$ cat src/design/assert_macros.svh
// Assertion macros shared by the RTL modules of this block.
`ifndef ASSERT_MACROS_SVH
`define ASSERT_MACROS_SVH

// Checks a condition at every clock edge outside reset.
`define ASSERT_ALWAYS(label, expr, msg) \
    label: assert property (@(posedge aclk) disable iff (!aresetn) (expr)) else $error(msg);

// Checks that a condition implies another in the same cycle.
`define ASSERT_IMPLY(label, ante, cons, msg) \
    label: assert property (@(posedge aclk) disable iff (!aresetn) (ante) |-> (cons)) \
        else $error(msg);

// Checks that a condition implies another in the next cycle.
`define ASSERT_NEXT(label, ante, cons, msg) \
    label: assert property (@(posedge aclk) disable iff (!aresetn) (ante) |=> (cons)) \
        else $error(msg);

`endif

$ cat src/design/adlb_pkg.sv
// Shared types and constants of the decimal list to binary converter.
`timescale 1ns / 1ps

package adlb_pkg;

    localparam int COUNT_DIGITS_DEFAULT = 3;
    localparam logic [7:0] COMMA_CHAR = 8'd44;
    localparam logic [7:0] DIGIT_ZERO = 8'd48;
    localparam logic [7:0] DIGIT_NINE = 8'd57;
    localparam logic [15:0] VALUE_MAX = 16'hFFFF;
    localparam int BUF_DEPTH = 3;

    // One byte of a binary unit with its flags.
    typedef struct packed {
        logic [7:0] data;
        logic       last;
        logic       err;
    } res_t;

    // Result bytes of one input transaction: none or two.
    typedef struct packed {
        logic valid;
        res_t hi;
        res_t lo;
    } push_t;

endpackage

$ cat src/design/adlb_parser.sv
// Text unit parser: holds the parse state and forms the result bytes of each transaction.
`timescale 1ns / 1ps

module adlb_parser #(
    parameter int COUNT_DIGITS = adlb_pkg::COUNT_DIGITS_DEFAULT
) (
    input  logic           aclk,
    input  logic           aresetn,
    input  logic           accept,
    input  logic [7:0]     in_byte,
    input  logic           end_of_data,
    output adlb_pkg::push_t push
);
    import adlb_pkg::*;
    `include "assert_macros.svh"

    localparam int HdsW = $clog2(COUNT_DIGITS + 1);

    typedef enum logic [2:0] {
        PH_TYPE = 3'b001,
        PH_HDR  = 3'b010,
        PH_NUM  = 3'b100
    } phase_t;

    phase_t          phase_reg, phase_next;
    logic [HdsW-1:0] hds_reg, hds_next;
    logic [7:0]      cnt_reg, cnt_next;
    logic [7:0]      nd_reg, nd_next;
    logic [15:0]     acc_reg, acc_next;
    logic            hasd_reg, hasd_next;
    logic            err_reg, err_next;

    logic            is_dig;
    logic [3:0]      dval;
    logic [HdsW:0]   hds_inc;
    logic [7:0]      cnt_acc;
    logic [19:0]     acc_x10;
    logic [7:0]      nd_inc;

    assign is_dig  = (in_byte >= DIGIT_ZERO) && (in_byte <= DIGIT_NINE);
    assign dval    = is_dig ? in_byte[3:0] : 4'd0;
    assign hds_inc = {1'b0, hds_reg} + (HdsW + 1)'(1);
    assign cnt_acc = {cnt_reg[4:0], 3'b000} + {cnt_reg[6:0], 1'b0} + {4'b0000, dval};
    assign acc_x10 = {1'b0, acc_reg, 3'b000} + {3'b000, acc_reg, 1'b0} + {16'd0, dval};
    assign nd_inc  = nd_reg + 8'd1;

    always_comb begin
        phase_next = phase_reg;
        hds_next   = hds_reg;
        cnt_next   = cnt_reg;
        nd_next    = nd_reg;
        acc_next   = acc_reg;
        hasd_next  = hasd_reg;
        err_next   = err_reg;
        push       = '0;

        unique case (phase_reg)
            PH_HDR: begin
                err_next = err_reg | ~is_dig;
                cnt_next = cnt_acc;
                if (hds_inc >= (HdsW + 1)'(COUNT_DIGITS)) begin
                    hds_next       = '0;
                    push.valid     = 1'b1;
                    push.hi.data   = 8'd0;
                    push.lo.data   = cnt_acc;
                    push.hi.err    = err_next;
                    push.lo.err    = err_next;
                    if (cnt_acc == 8'd0) begin
                        push.lo.last = 1'b1;
                        phase_next   = PH_TYPE;
                    end else begin
                        phase_next   = PH_NUM;
                    end
                end else begin
                    hds_next = hds_inc[HdsW-1:0];
                end
            end
            PH_NUM: begin
                if (in_byte == COMMA_CHAR) begin
                    push.valid   = 1'b1;
                    push.hi.data = acc_reg[15:8];
                    push.lo.data = acc_reg[7:0];
                    push.hi.err  = err_reg;
                    push.lo.err  = err_reg;
                    acc_next     = '0;
                    hasd_next    = 1'b0;
                    nd_next      = nd_inc;
                    if (nd_inc == cnt_reg) begin
                        push.lo.last = 1'b1;
                        phase_next   = PH_TYPE;
                    end
                end else if (in_byte <= 8'd1) begin
                    // The byte closes this unit and is the next unit's type byte.
                    push.valid   = 1'b1;
                    push.hi.data = acc_reg[15:8];
                    push.lo.data = acc_reg[7:0];
                    push.hi.err  = err_reg;
                    push.lo.err  = err_reg;
                    push.lo.last = 1'b1;
                    err_next     = 1'b0;
                    cnt_next     = '0;
                    nd_next      = '0;
                    acc_next     = '0;
                    hasd_next    = 1'b0;
                    hds_next     = '0;
                    phase_next   = PH_HDR;
                end else if (is_dig) begin
                    hasd_next = 1'b1;
                    if (|acc_x10[19:16]) begin
                        acc_next = VALUE_MAX;
                        err_next = 1'b1;
                    end else begin
                        acc_next = acc_x10[15:0];
                    end
                end else begin
                    err_next = 1'b1;
                end
            end
            default: begin
                err_next   = 1'b0;
                cnt_next   = '0;
                nd_next    = '0;
                acc_next   = '0;
                hasd_next  = 1'b0;
                hds_next   = '0;
                phase_next = PH_HDR;
            end
        endcase

        if (end_of_data) begin
            // A pending number is flushed; otherwise the last byte sent here closes the unit.
            if (phase_next == PH_NUM) begin
                if (hasd_next) begin
                    push.valid   = 1'b1;
                    push.hi.data = acc_next[15:8];
                    push.lo.data = acc_next[7:0];
                    push.hi.err  = err_next;
                    push.lo.err  = err_next;
                end
                push.lo.last = push.valid;
            end
            phase_next = PH_TYPE;
            hds_next   = '0;
            acc_next   = '0;
            hasd_next  = 1'b0;
        end

        if (!accept) begin
            push.valid = 1'b0;
        end
    end

    always_ff @(posedge aclk) begin
        if (!aresetn) begin
            phase_reg <= PH_TYPE;
            hds_reg   <= '0;
            cnt_reg   <= '0;
            nd_reg    <= '0;
            acc_reg   <= '0;
            hasd_reg  <= 1'b0;
            err_reg   <= 1'b0;
        end else if (accept) begin
            phase_reg <= phase_next;
            hds_reg   <= hds_next;
            cnt_reg   <= cnt_next;
            nd_reg    <= nd_next;
            acc_reg   <= acc_next;
            hasd_reg  <= hasd_next;
            err_reg   <= err_next;
        end
    end

    `ASSERT_IMPLY(a_no_emit_on_type, accept && (phase_reg == PH_TYPE), !push.valid,
        "result bytes produced for a type byte")
    `ASSERT_ALWAYS(a_hds_range, hds_reg < HdsW'(COUNT_DIGITS),
        "header digit counter past the count width")
    `ASSERT_NEXT(a_eod_resets, accept && end_of_data,
        (phase_reg == PH_TYPE) && !hasd_reg && (acc_reg == 16'd0),
        "end of data did not return the parser to the type byte")

endmodule

$ cat src/design/adlb_out_buf.sv
// Three-entry result queue that takes two bytes at once and sends one per cycle while the receiver is ready.
`timescale 1ns / 1ps

module adlb_out_buf (
    input  logic            aclk,
    input  logic            aresetn,
    input  adlb_pkg::push_t push,
    output logic            room,
    output logic            m_tvalid,
    input  logic            m_tready,
    output logic [7:0]      m_tdata,
    output logic            m_tlast,
    output logic            m_tuser
);
    import adlb_pkg::*;
    `include "assert_macros.svh"

    res_t       slot_reg [BUF_DEPTH];
    res_t       slot_next [BUF_DEPTH];
    logic [1:0] count_reg, count_next;
    logic [1:0] base_cnt;
    logic       pop;

    assign pop      = m_tvalid && m_tready;
    assign m_tvalid = (count_reg != 2'd0);
    assign m_tdata  = slot_reg[0].data;
    assign m_tlast  = slot_reg[0].last;
    assign m_tuser  = slot_reg[0].err;
    // A pair of bytes always fits while at most one is queued.
    assign room     = (count_reg <= 2'd1);
    assign base_cnt = count_reg - {1'b0, pop};

    always_comb begin
        for (int i = 0; i < BUF_DEPTH; i++) begin
            slot_next[i] = slot_reg[i];
        end
        if (pop) begin
            for (int i = 0; i < BUF_DEPTH - 1; i++) begin
                slot_next[i] = slot_reg[i + 1];
            end
        end
        count_next = base_cnt;
        if (push.valid) begin
            if (base_cnt == 2'd0) begin
                slot_next[0] = push.hi;
                slot_next[1] = push.lo;
            end else begin
                slot_next[1] = push.hi;
                slot_next[2] = push.lo;
            end
            count_next = base_cnt + 2'd2;
        end
    end

    always_ff @(posedge aclk) begin
        for (int i = 0; i < BUF_DEPTH; i++) begin
            slot_reg[i] <= slot_next[i];
        end
    end

    always_ff @(posedge aclk) begin
        if (!aresetn) begin
            count_reg <= '0;
        end else begin
            count_reg <= count_next;
        end
    end

    `ASSERT_ALWAYS(a_count_range, count_reg <= 2'(BUF_DEPTH), "result queue overfilled")
    `ASSERT_IMPLY(a_push_room, push.valid, room, "bytes pushed without room")
    `ASSERT_NEXT(a_pop_only, pop && !push.valid, count_reg == $past(count_reg) - 2'd1,
        "queue count wrong after a send")

endmodule

$ cat src/design/ascii_decimal_list_to_binary_unit.sv
// Top level of the ASCII decimal list to binary unit converter.
// Result bytes of an accepted transaction are registered in the result queue before they are offered.
// Throughput: one input byte per cycle while the result queue holds at most one byte; a byte that
// completes a header or a number yields two bytes, and the three-entry result queue then holds off
// input until the receiver has taken a byte and at most one is left.
// Reset: synchronous, active low; expects a type byte and empties the result queue.
`timescale 1ns / 1ps

module ascii_decimal_list_to_binary_unit #(
    parameter int COUNT_DIGITS = adlb_pkg::COUNT_DIGITS_DEFAULT
) (
    input  logic       aclk,
    input  logic       aresetn,
    input  logic       s_tvalid,
    output logic       s_tready,
    input  logic [7:0] s_tdata,   // in_byte [7:0]
    input  logic       s_tlast,   // end_of_data
    output logic       m_tvalid,
    input  logic       m_tready,
    output logic [7:0] m_tdata,   // out_byte [7:0]
    output logic       m_tlast,   // unit_done
    output logic       m_tuser    // format_error [0]
);
    import adlb_pkg::*;

    push_t push;
    logic  room;
    logic  accept;

    assign s_tready = room;
    assign accept   = s_tvalid && room;

    adlb_parser #(
        .COUNT_DIGITS (COUNT_DIGITS)
    ) u_parser (
        .aclk        (aclk),
        .aresetn     (aresetn),
        .accept      (accept),
        .in_byte     (s_tdata),
        .end_of_data (s_tlast),
        .push        (push)
    );

    adlb_out_buf u_out_buf (
        .aclk     (aclk),
        .aresetn  (aresetn),
        .push     (push),
        .room     (room),
        .m_tvalid (m_tvalid),
        .m_tready (m_tready),
        .m_tdata  (m_tdata),
        .m_tlast  (m_tlast),
        .m_tuser  (m_tuser)
    );

endmodule

$ cat config.mk
export PLATFORM = sky130hd
export DESIGN_NAME = ascii_decimal_list_to_binary_unit
export DESIGN_NICKNAME = d
export VERILOG_FILES = /design/src/design/adlb_pkg.sv /design/src/design/adlb_parser.sv /design/src/design/adlb_out_buf.sv /design/src/design/ascii_decimal_list_to_binary_unit.sv
export VERILOG_INCLUDE_DIRS = /design/src /design/src/design
export SDC_FILE = /design/constraint.sdc
export NUM_CORES = 1
export LEC_CHECK = 0
export ABC_AREA = 1
export BUFFER_PORTS_ARGS = -buffer_cell sky130_fd_sc_hd__clkbuf_2
export CAP_MARGIN = 25
export CORE_UTILIZATION = 35
export CTS_CLUSTER_SIZE = 30
export DETAILED_ROUTE_END_ITERATION = 7
export SYNTH_ARGS = -nofsm -noshare
export SYNTH_HDL_FRONTEND = slang
export SYNTH_SLANG_ARGS = --single-unit
$ cat constraint.sdc
create_clock -name aclk -period 14 [get_ports aclk]
set_clock_uncertainty 0.15 [all_clocks]
set_input_delay 2.8 -clock aclk [delete_from_list [all_inputs] [get_ports aclk]]
set_output_delay 2.8 -clock aclk [all_outputs]
set_load 0.005 [all_outputs]
Word level (Yosys, flattened, before mapping)
Memory sizes are Yosys's and may differ from the RTL's.
Index checks and enable logic that the tools add are counted.
Storage, ports and cells
  bits in registers: 41
  bits in latches: 0
  bits in writable memories: 30
  memory bits (read-only): 0
  input port bits: 13
  output and inout bits: 12
  memories: 1
Memory list
  u_out_buf.slot_reg: depth 3, bits a word 10, rd ports 3, clocked after Yosys merged registers in 0, write ports 3, RTL line adlb_out_buf.sv:18  | res_t slot_reg [BUF_DEPTH];
Cells by class
  add/subtract/negate cells: 8
  multiply operators: 0
  divide/modulo/power cells: 0
  $lt $le $gt $ge: 5
  equality and inequality tests: 10
  shifts and indexed selects: 0
  multiplexer cells: 58
  bitwise gates (word level): 3
  reductions and logical operators: 10
Operator list (count)
  two-way mux 16 bit: 5
  two-way mux 9 bit: 7
  two-way mux 11 bit: 5
  case mux 16 bit (2 select lines): 1
  case mux 8 bit (2 select lines): 2
  two-way mux 10 bit: 3
  two-way mux 30 bit: 1
  two-way mux 8 bit: 3
  case mux 11 bit (2 select lines): 1
  adder 19 x 17 -> 20 bit: 1
  adder 20 x 4 -> 20 bit: 1
  two-way mux 20 bit: 1
  two-way mux 3 bit: 6
  case mux 9 bit (2 select lines): 1
  two-way mux 1 bit: 12
  two-way mux 2 bit: 5
  AND reduction 3 bit: 3
  adder 8 x 1 -> 8 bit (second input constant): 1
  adder 8 x 4 -> 8 bit: 1
  adder 8 bit: 1
  == test 8 x 6 -> 1 bit (second input constant): 1
  == test 8 bit: 1
  >= comparator 8 x 6 -> 1 bit (second input constant): 1
  less-or-equal comparator 8 x 1 -> 1 bit (second input constant): 1
  other kinds (24): 29

Logic depth before layout (Yosys ltp)
  word-level depth: 15
  mapped depth: 28
  mapped depth without buffers: 26

Cells and area by module
Synthesis repeated with hierarchy kept, for this count alone.
Second synthesis, totals
  cell total of the unflattened synthesis: 941
  area total of the unflattened synthesis: 6088.3 um^2
By module, submodules not included
  adlb_parser: times used 1, cells each 757, area each 4510.6 um^2, seq. area each 780.7 um^2
  adlb_out_buf: times used 1, cells each 182, area each 1570.3 um^2, seq. area each 840.8 um^2
  ascii_decimal_list_to_binary_unit: times used 1, cells each 2, area each 7.5 um^2, seq. area each 0.0 um^2

Worst setup path after synthesis
Ideal clock, no wire load.
  path type: in2reg
  start: input s_tdata[7]
  end: memory u_out_buf.slot_reg[0][10] (netlist name) (enable)
  library setup time: 0.327 ns
  data arrival time: 6.024 ns
  required time: 13.523 ns
  slack: 7.499 ns
  stages: 24
  cell sequence: nor2_2 > nand3_1 > a21oi_2 > clkbuf_1 > nand2_1 > xor2_1 > inv_1 > ha_1 > inv_1 > fa_1 > inv_1 > nor3_1 > nand2_1 > inv_1 > nand2_1 > inv_1 > nand3_1 > o21ai_1 > nand2_2 > nand3_4 > nand2_4 > nand2_2 > buf_4 > nand2_1
RTL lines
  start, declared: RTL line ascii_decimal_list_to_binary_unit.sv:16  | input logic [7:0] s_tdata,
  end, declared: RTL line adlb_out_buf.sv:18

==> flow_summary_export.csv <==
group,metric,value,unit
power,power.share.combinational,15.8,%
clock_tree,cts_hold_buffers,0,
global_route,grt_overflow_total,0,
route,post_drt_wl_per_cell,13.01,um
placed_design,number_of_buffer_cells_added_on_primary_ports,24,
global_route,total_routing_usage_reported_by_global_routing,17.55,%
finish,antenna-diode-count,0,
power,p_per_area,93.79,mW/mm^2
worst_setup_path,timing_worst_setup_path_type,"in2reg",
route,detail_route.first_pass.iterations,4,
power,seqPwrFrac,41.7,%
route,avgViaCountPerCell,4.859,
sta,rsz0062_at_grt,"false",
finish,post_route_cells_drive_above_1_share,7.850,%
route,totalWireLength,14.24,mm
global_route,first_global_vias,4650,
synthesis,yosysUniqueCellTypes,43,
finish,fin_util,39.34,%
worst_setup_path,cp.arrival,7710,ps
power,total_leakage_power,2.982,nW
worst_setup_path,start_kind,"input pin",
clock_tree,h-tree-depth,3,
die,io_pins,25,
power,internal_dissipation,0.0004285,W
synthesis,synthesis.area,0.005703,mm^2
clock_tree,cts_resized,0,
synthesis,synthesized_area_per_cell,6.563,um^2
route,post-route-drc-count,0,
placed_design,place_inst,1079,
synthesis,ys.flop_type,"sky130_fd_sc_hd__dfxtp_1",
route,detail_route_antenna_nets,0,
global_route,grt_antenna_before_repair,0,
worst_setup_path,worstSetupEndpointType,"register",
clock_tree,worst_setup_hold_path_clk_slew,60,ps
die,die_h,129.7,um
sta,final_number_of_max_transition_violations,0,
die,floorplan.core_area,0.01589,mm^2
synthesis,edff_count_synth,20,
power,power.share.switching,26.88,%
sta,slew_of_the_pin_with_the_lowest_slew_margin,795.4,ps
synthesis,post_synth_inst_count,869,
clock_tree,cts.sink_count,71,
clock_tree,numCtsBuffers,9,
synthesis,yosysSeqAreaShare,28.43,%
placed_design,detailed_place_hpwl,10.94,mm
finish,layoutNonFillerInstCount,1095,
power,clock_power_share,42.4,%
job,maxCapViolations,0,
global_route,global_route_wire_length_before_repair,23.27,mm
power,switchingPower,0.0001575,W
finish,syn_to_final_growth,9.566,%
sta,count_of_endpoints_failing_hold_in_the_final_timing_report,0,
sta,worst_slack,6219,ps
die,num_rows,46,
global_route,grt_start_max_net_pins,41,
sta,final.period_utilization,55.58,%
clock_tree,max-clock-path-buffers,2,
placed_design,pre_cts_ws,5889,ps
finish,largest_reg_flops,30,
worst_setup_path,cp.required,13930,ps
clock_tree,ctsRootBufferMaster,"sky130_fd_sc_hd__clkbuf_16",
route,drt_first_iter_violations,315,
die,die_area,0.01681,mm^2
clock_tree,tritoncts_clock_tree,"built",
power,peak_supply_drop,0.00007148,V
sta,final.min_clock_period,7781,ps
die,initial_core_util,35.90,%
worst_setup_path,critical_path_peak_fanout,26,
clock_tree,post_cts.repair.setup_buffers,0,
clock_tree,clk-insertion-delay-late,340,ps
synthesis,synth_seq_cells,71,
synthesis,synth-async-reset-ratio,0,%
worst_hold_path,hold_path_class,"reg2reg",
sta,fmaxAchievable,0.1285,GHz
route,dr_total_vias,5321,
sta,relSlewSlack,46.77,%
die,chipWidth,129.7,um
sta,final-setup-viol-count,0,
outcome,status,"finished, final reports clean",
synthesis,synthesis.yosys.warnings,0,
placed_design,gpl.final_weighted_congestion,0.8636,
finish,nNetsFinal,934,
sta,setup-tns-final,0,ps
synthesis,postSynthNetCount,929,
[power groups by stage]
stage	clock network, W	logic (W)	registers (W)
2_1_floorplan	0	0.0000790	0.000247
3_3_place_gp	0	0.0000928	0.000249
3_5_place_dp	0	0.0000929	0.000249
4_1_cts	0.000254	0.0000937	0.000245
5_1_grt	0.000263	0.000106	0.000248
6_report	0.000249	0.0000928	0.000245
[final timing paths]
path | start | end | slack, ps | cells past startpoint
worst max-delay path | s_tdata[7] | u_out_buf.slot_reg[0][17] | 6220 | 25
worst min-delay path | u_out_buf.slot_reg[0][1] | u_out_buf.slot_reg[0][1] | 330 | 2
worst max register to register | u_parser.acc_reg[0] | u_out_buf.slot_reg[0][17] | 10180 | 20
worst min register to register | u_out_buf.slot_reg[0][1] | u_out_buf.slot_reg[0][1] | 330 | 2
[per-stage QoR]
step	instance area, um^2	hold WS (ps)	power [W]
after global placement	5928	308.0	0.0003414
final	6248	325.8	0.0005860
after CTS	6248	331.7	0.0005925
after global routing	6248	342.4	0.0006169
after floorplan	5703	295.4	0.0003259
after detailed placement	5928	322.9	0.0003424
[kinds of logic (layout without fill, tap and decap cells)]
logic type      after synthesis  in the layout  synth area share (%)
simple gates                472            472                 35.21
buf+inv                     132            142                 9.807
compound gates              124            124                 12.26
flops                        71             71                 28.43
fa+ha+maj                    47             47                 10.57
xor+xnor                     15             15                 2.304
mux                           8              8                 1.404
[final cells by class]
type                       count  area (um^2)
multi-input combinational    666         3522
fill                        1680         9637
clock buffer                  10        229.0
inverter                      99        371.6
sequential                    71         1622
clock inverter                 6        91.34
tap                          216        270.3
timing repair buffer          27        142.6
[critical path: stages]
cell	delay, ps
sky130_fd_sc_hd__clkbuf_2	80
sky130_fd_sc_hd__nor2_2	210
sky130_fd_sc_hd__nand3_1	130
sky130_fd_sc_hd__a21oi_2	580
sky130_fd_sc_hd__clkinv_1	790
sky130_fd_sc_hd__nor2_1	350
sky130_fd_sc_hd__ha_1	200
sky130_fd_sc_hd__ha_1	160
sky130_fd_sc_hd__inv_1	50
sky130_fd_sc_hd__fa_1	390
sky130_fd_sc_hd__nand3b_1	170
sky130_fd_sc_hd__nand2_1	130
sky130_fd_sc_hd__inv_1	80
sky130_fd_sc_hd__o21bai_4	150
sky130_fd_sc_hd__nand2_1	90
sky130_fd_sc_hd__nand3_1	70
sky130_fd_sc_hd__nand2_1	60
sky130_fd_sc_hd__nor2_2	500
sky130_fd_sc_hd__nand3_1	200
sky130_fd_sc_hd__nand2_1	90
sky130_fd_sc_hd__o21ai_0	120
sky130_fd_sc_hd__nand2_1	90
sky130_fd_sc_hd__nand2_1	80
sky130_fd_sc_hd__nand2_1	70
sky130_fd_sc_hd__nand3_1	70
[per-layer routing]
layer  track usage (%)  wire [um]  vias to the layer above
met5                 0          0                        -
met4             4.036        130                        0
met3             3.303        570                       12
met2             26.58       6030                      108
met1             25.54       7511                     2371
li1                  -          -                     2830
[cell usage in the layout, fill, tap and decap left out, drive strengths merged]
cell type	count
clkbuf	34
xnor2	2
ha	45
buf	3
a31oi	7
nand3	64
a21oi	63
a21o	2
fa	2
and3	1
inv	99
clkinvlp	1
o22ai	5
o211ai	3
nand4	5
nand3b	5
and2	3
edfxtp	20
nand2	304
nor3	5
xor2	13
a32oi	1
mux2i	8
clkinv	3
o21ai	30
o21bai	4
dfxtp	51
nor2	85
a211oi	9
bufinv	2
[Yosys cell counts (2+ instances only)]
| library cell | count | area (um^2) |
|---|---|---|
| sky130_fd_sc_hd__a211oi_1 | 9 | 67.56 |
| sky130_fd_sc_hd__a21o_1 | 2 | 15.01 |
| sky130_fd_sc_hd__a21oi_1 | 62 | 310.3 |
| sky130_fd_sc_hd__a31oi_1 | 7 | 43.79 |
| sky130_fd_sc_hd__and2_1 | 3 | 18.77 |
| sky130_fd_sc_hd__buf_1 | 2 | 7.510 |
| sky130_fd_sc_hd__buf_2 | 3 | 15.01 |
| sky130_fd_sc_hd__buf_4 | 12 | 90.09 |
| sky130_fd_sc_hd__buf_6 | 2 | 22.52 |
| sky130_fd_sc_hd__clkbuf_1 | 14 | 52.55 |
| sky130_fd_sc_hd__clkinv_1 | 3 | 11.26 |
| sky130_fd_sc_hd__dfxtp_1 | 51 | 1021 |
| sky130_fd_sc_hd__edfxtp_1 | 20 | 600.6 |
| sky130_fd_sc_hd__fa_1 | 2 | 40.04 |
| sky130_fd_sc_hd__ha_1 | 45 | 563.0 |
| sky130_fd_sc_hd__inv_1 | 90 | 337.8 |
| sky130_fd_sc_hd__inv_2 | 6 | 22.52 |
| sky130_fd_sc_hd__mux2i_1 | 8 | 80.08 |
| sky130_fd_sc_hd__nand2_1 | 298 | 1119 |
| sky130_fd_sc_hd__nand2_2 | 5 | 31.28 |
| sky130_fd_sc_hd__nand3_1 | 61 | 305.3 |
| sky130_fd_sc_hd__nand3_4 | 2 | 35.03 |
| sky130_fd_sc_hd__nand3b_1 | 5 | 37.54 |
| sky130_fd_sc_hd__nand4_1 | 5 | 31.28 |
| sky130_fd_sc_hd__nor2_1 | 77 | 289.0 |
| sky130_fd_sc_hd__nor2_2 | 4 | 25.02 |
| sky130_fd_sc_hd__nor2_4 | 3 | 33.78 |
| sky130_fd_sc_hd__nor3_1 | 3 | 15.01 |
| sky130_fd_sc_hd__nor3_2 | 2 | 20.02 |
| sky130_fd_sc_hd__o211ai_1 | 3 | 22.52 |
| sky130_fd_sc_hd__o21ai_0 | 23 | 115.1 |
| sky130_fd_sc_hd__o21ai_1 | 7 | 35.03 |
| sky130_fd_sc_hd__o21bai_1 | 3 | 22.52 |
| sky130_fd_sc_hd__o22ai_1 | 5 | 31.28 |
| sky130_fd_sc_hd__xnor2_1 | 2 | 17.52 |
| sky130_fd_sc_hd__xor2_1 | 13 | 113.9 |
Note: power is estimated with default switching activity, not from simulation.
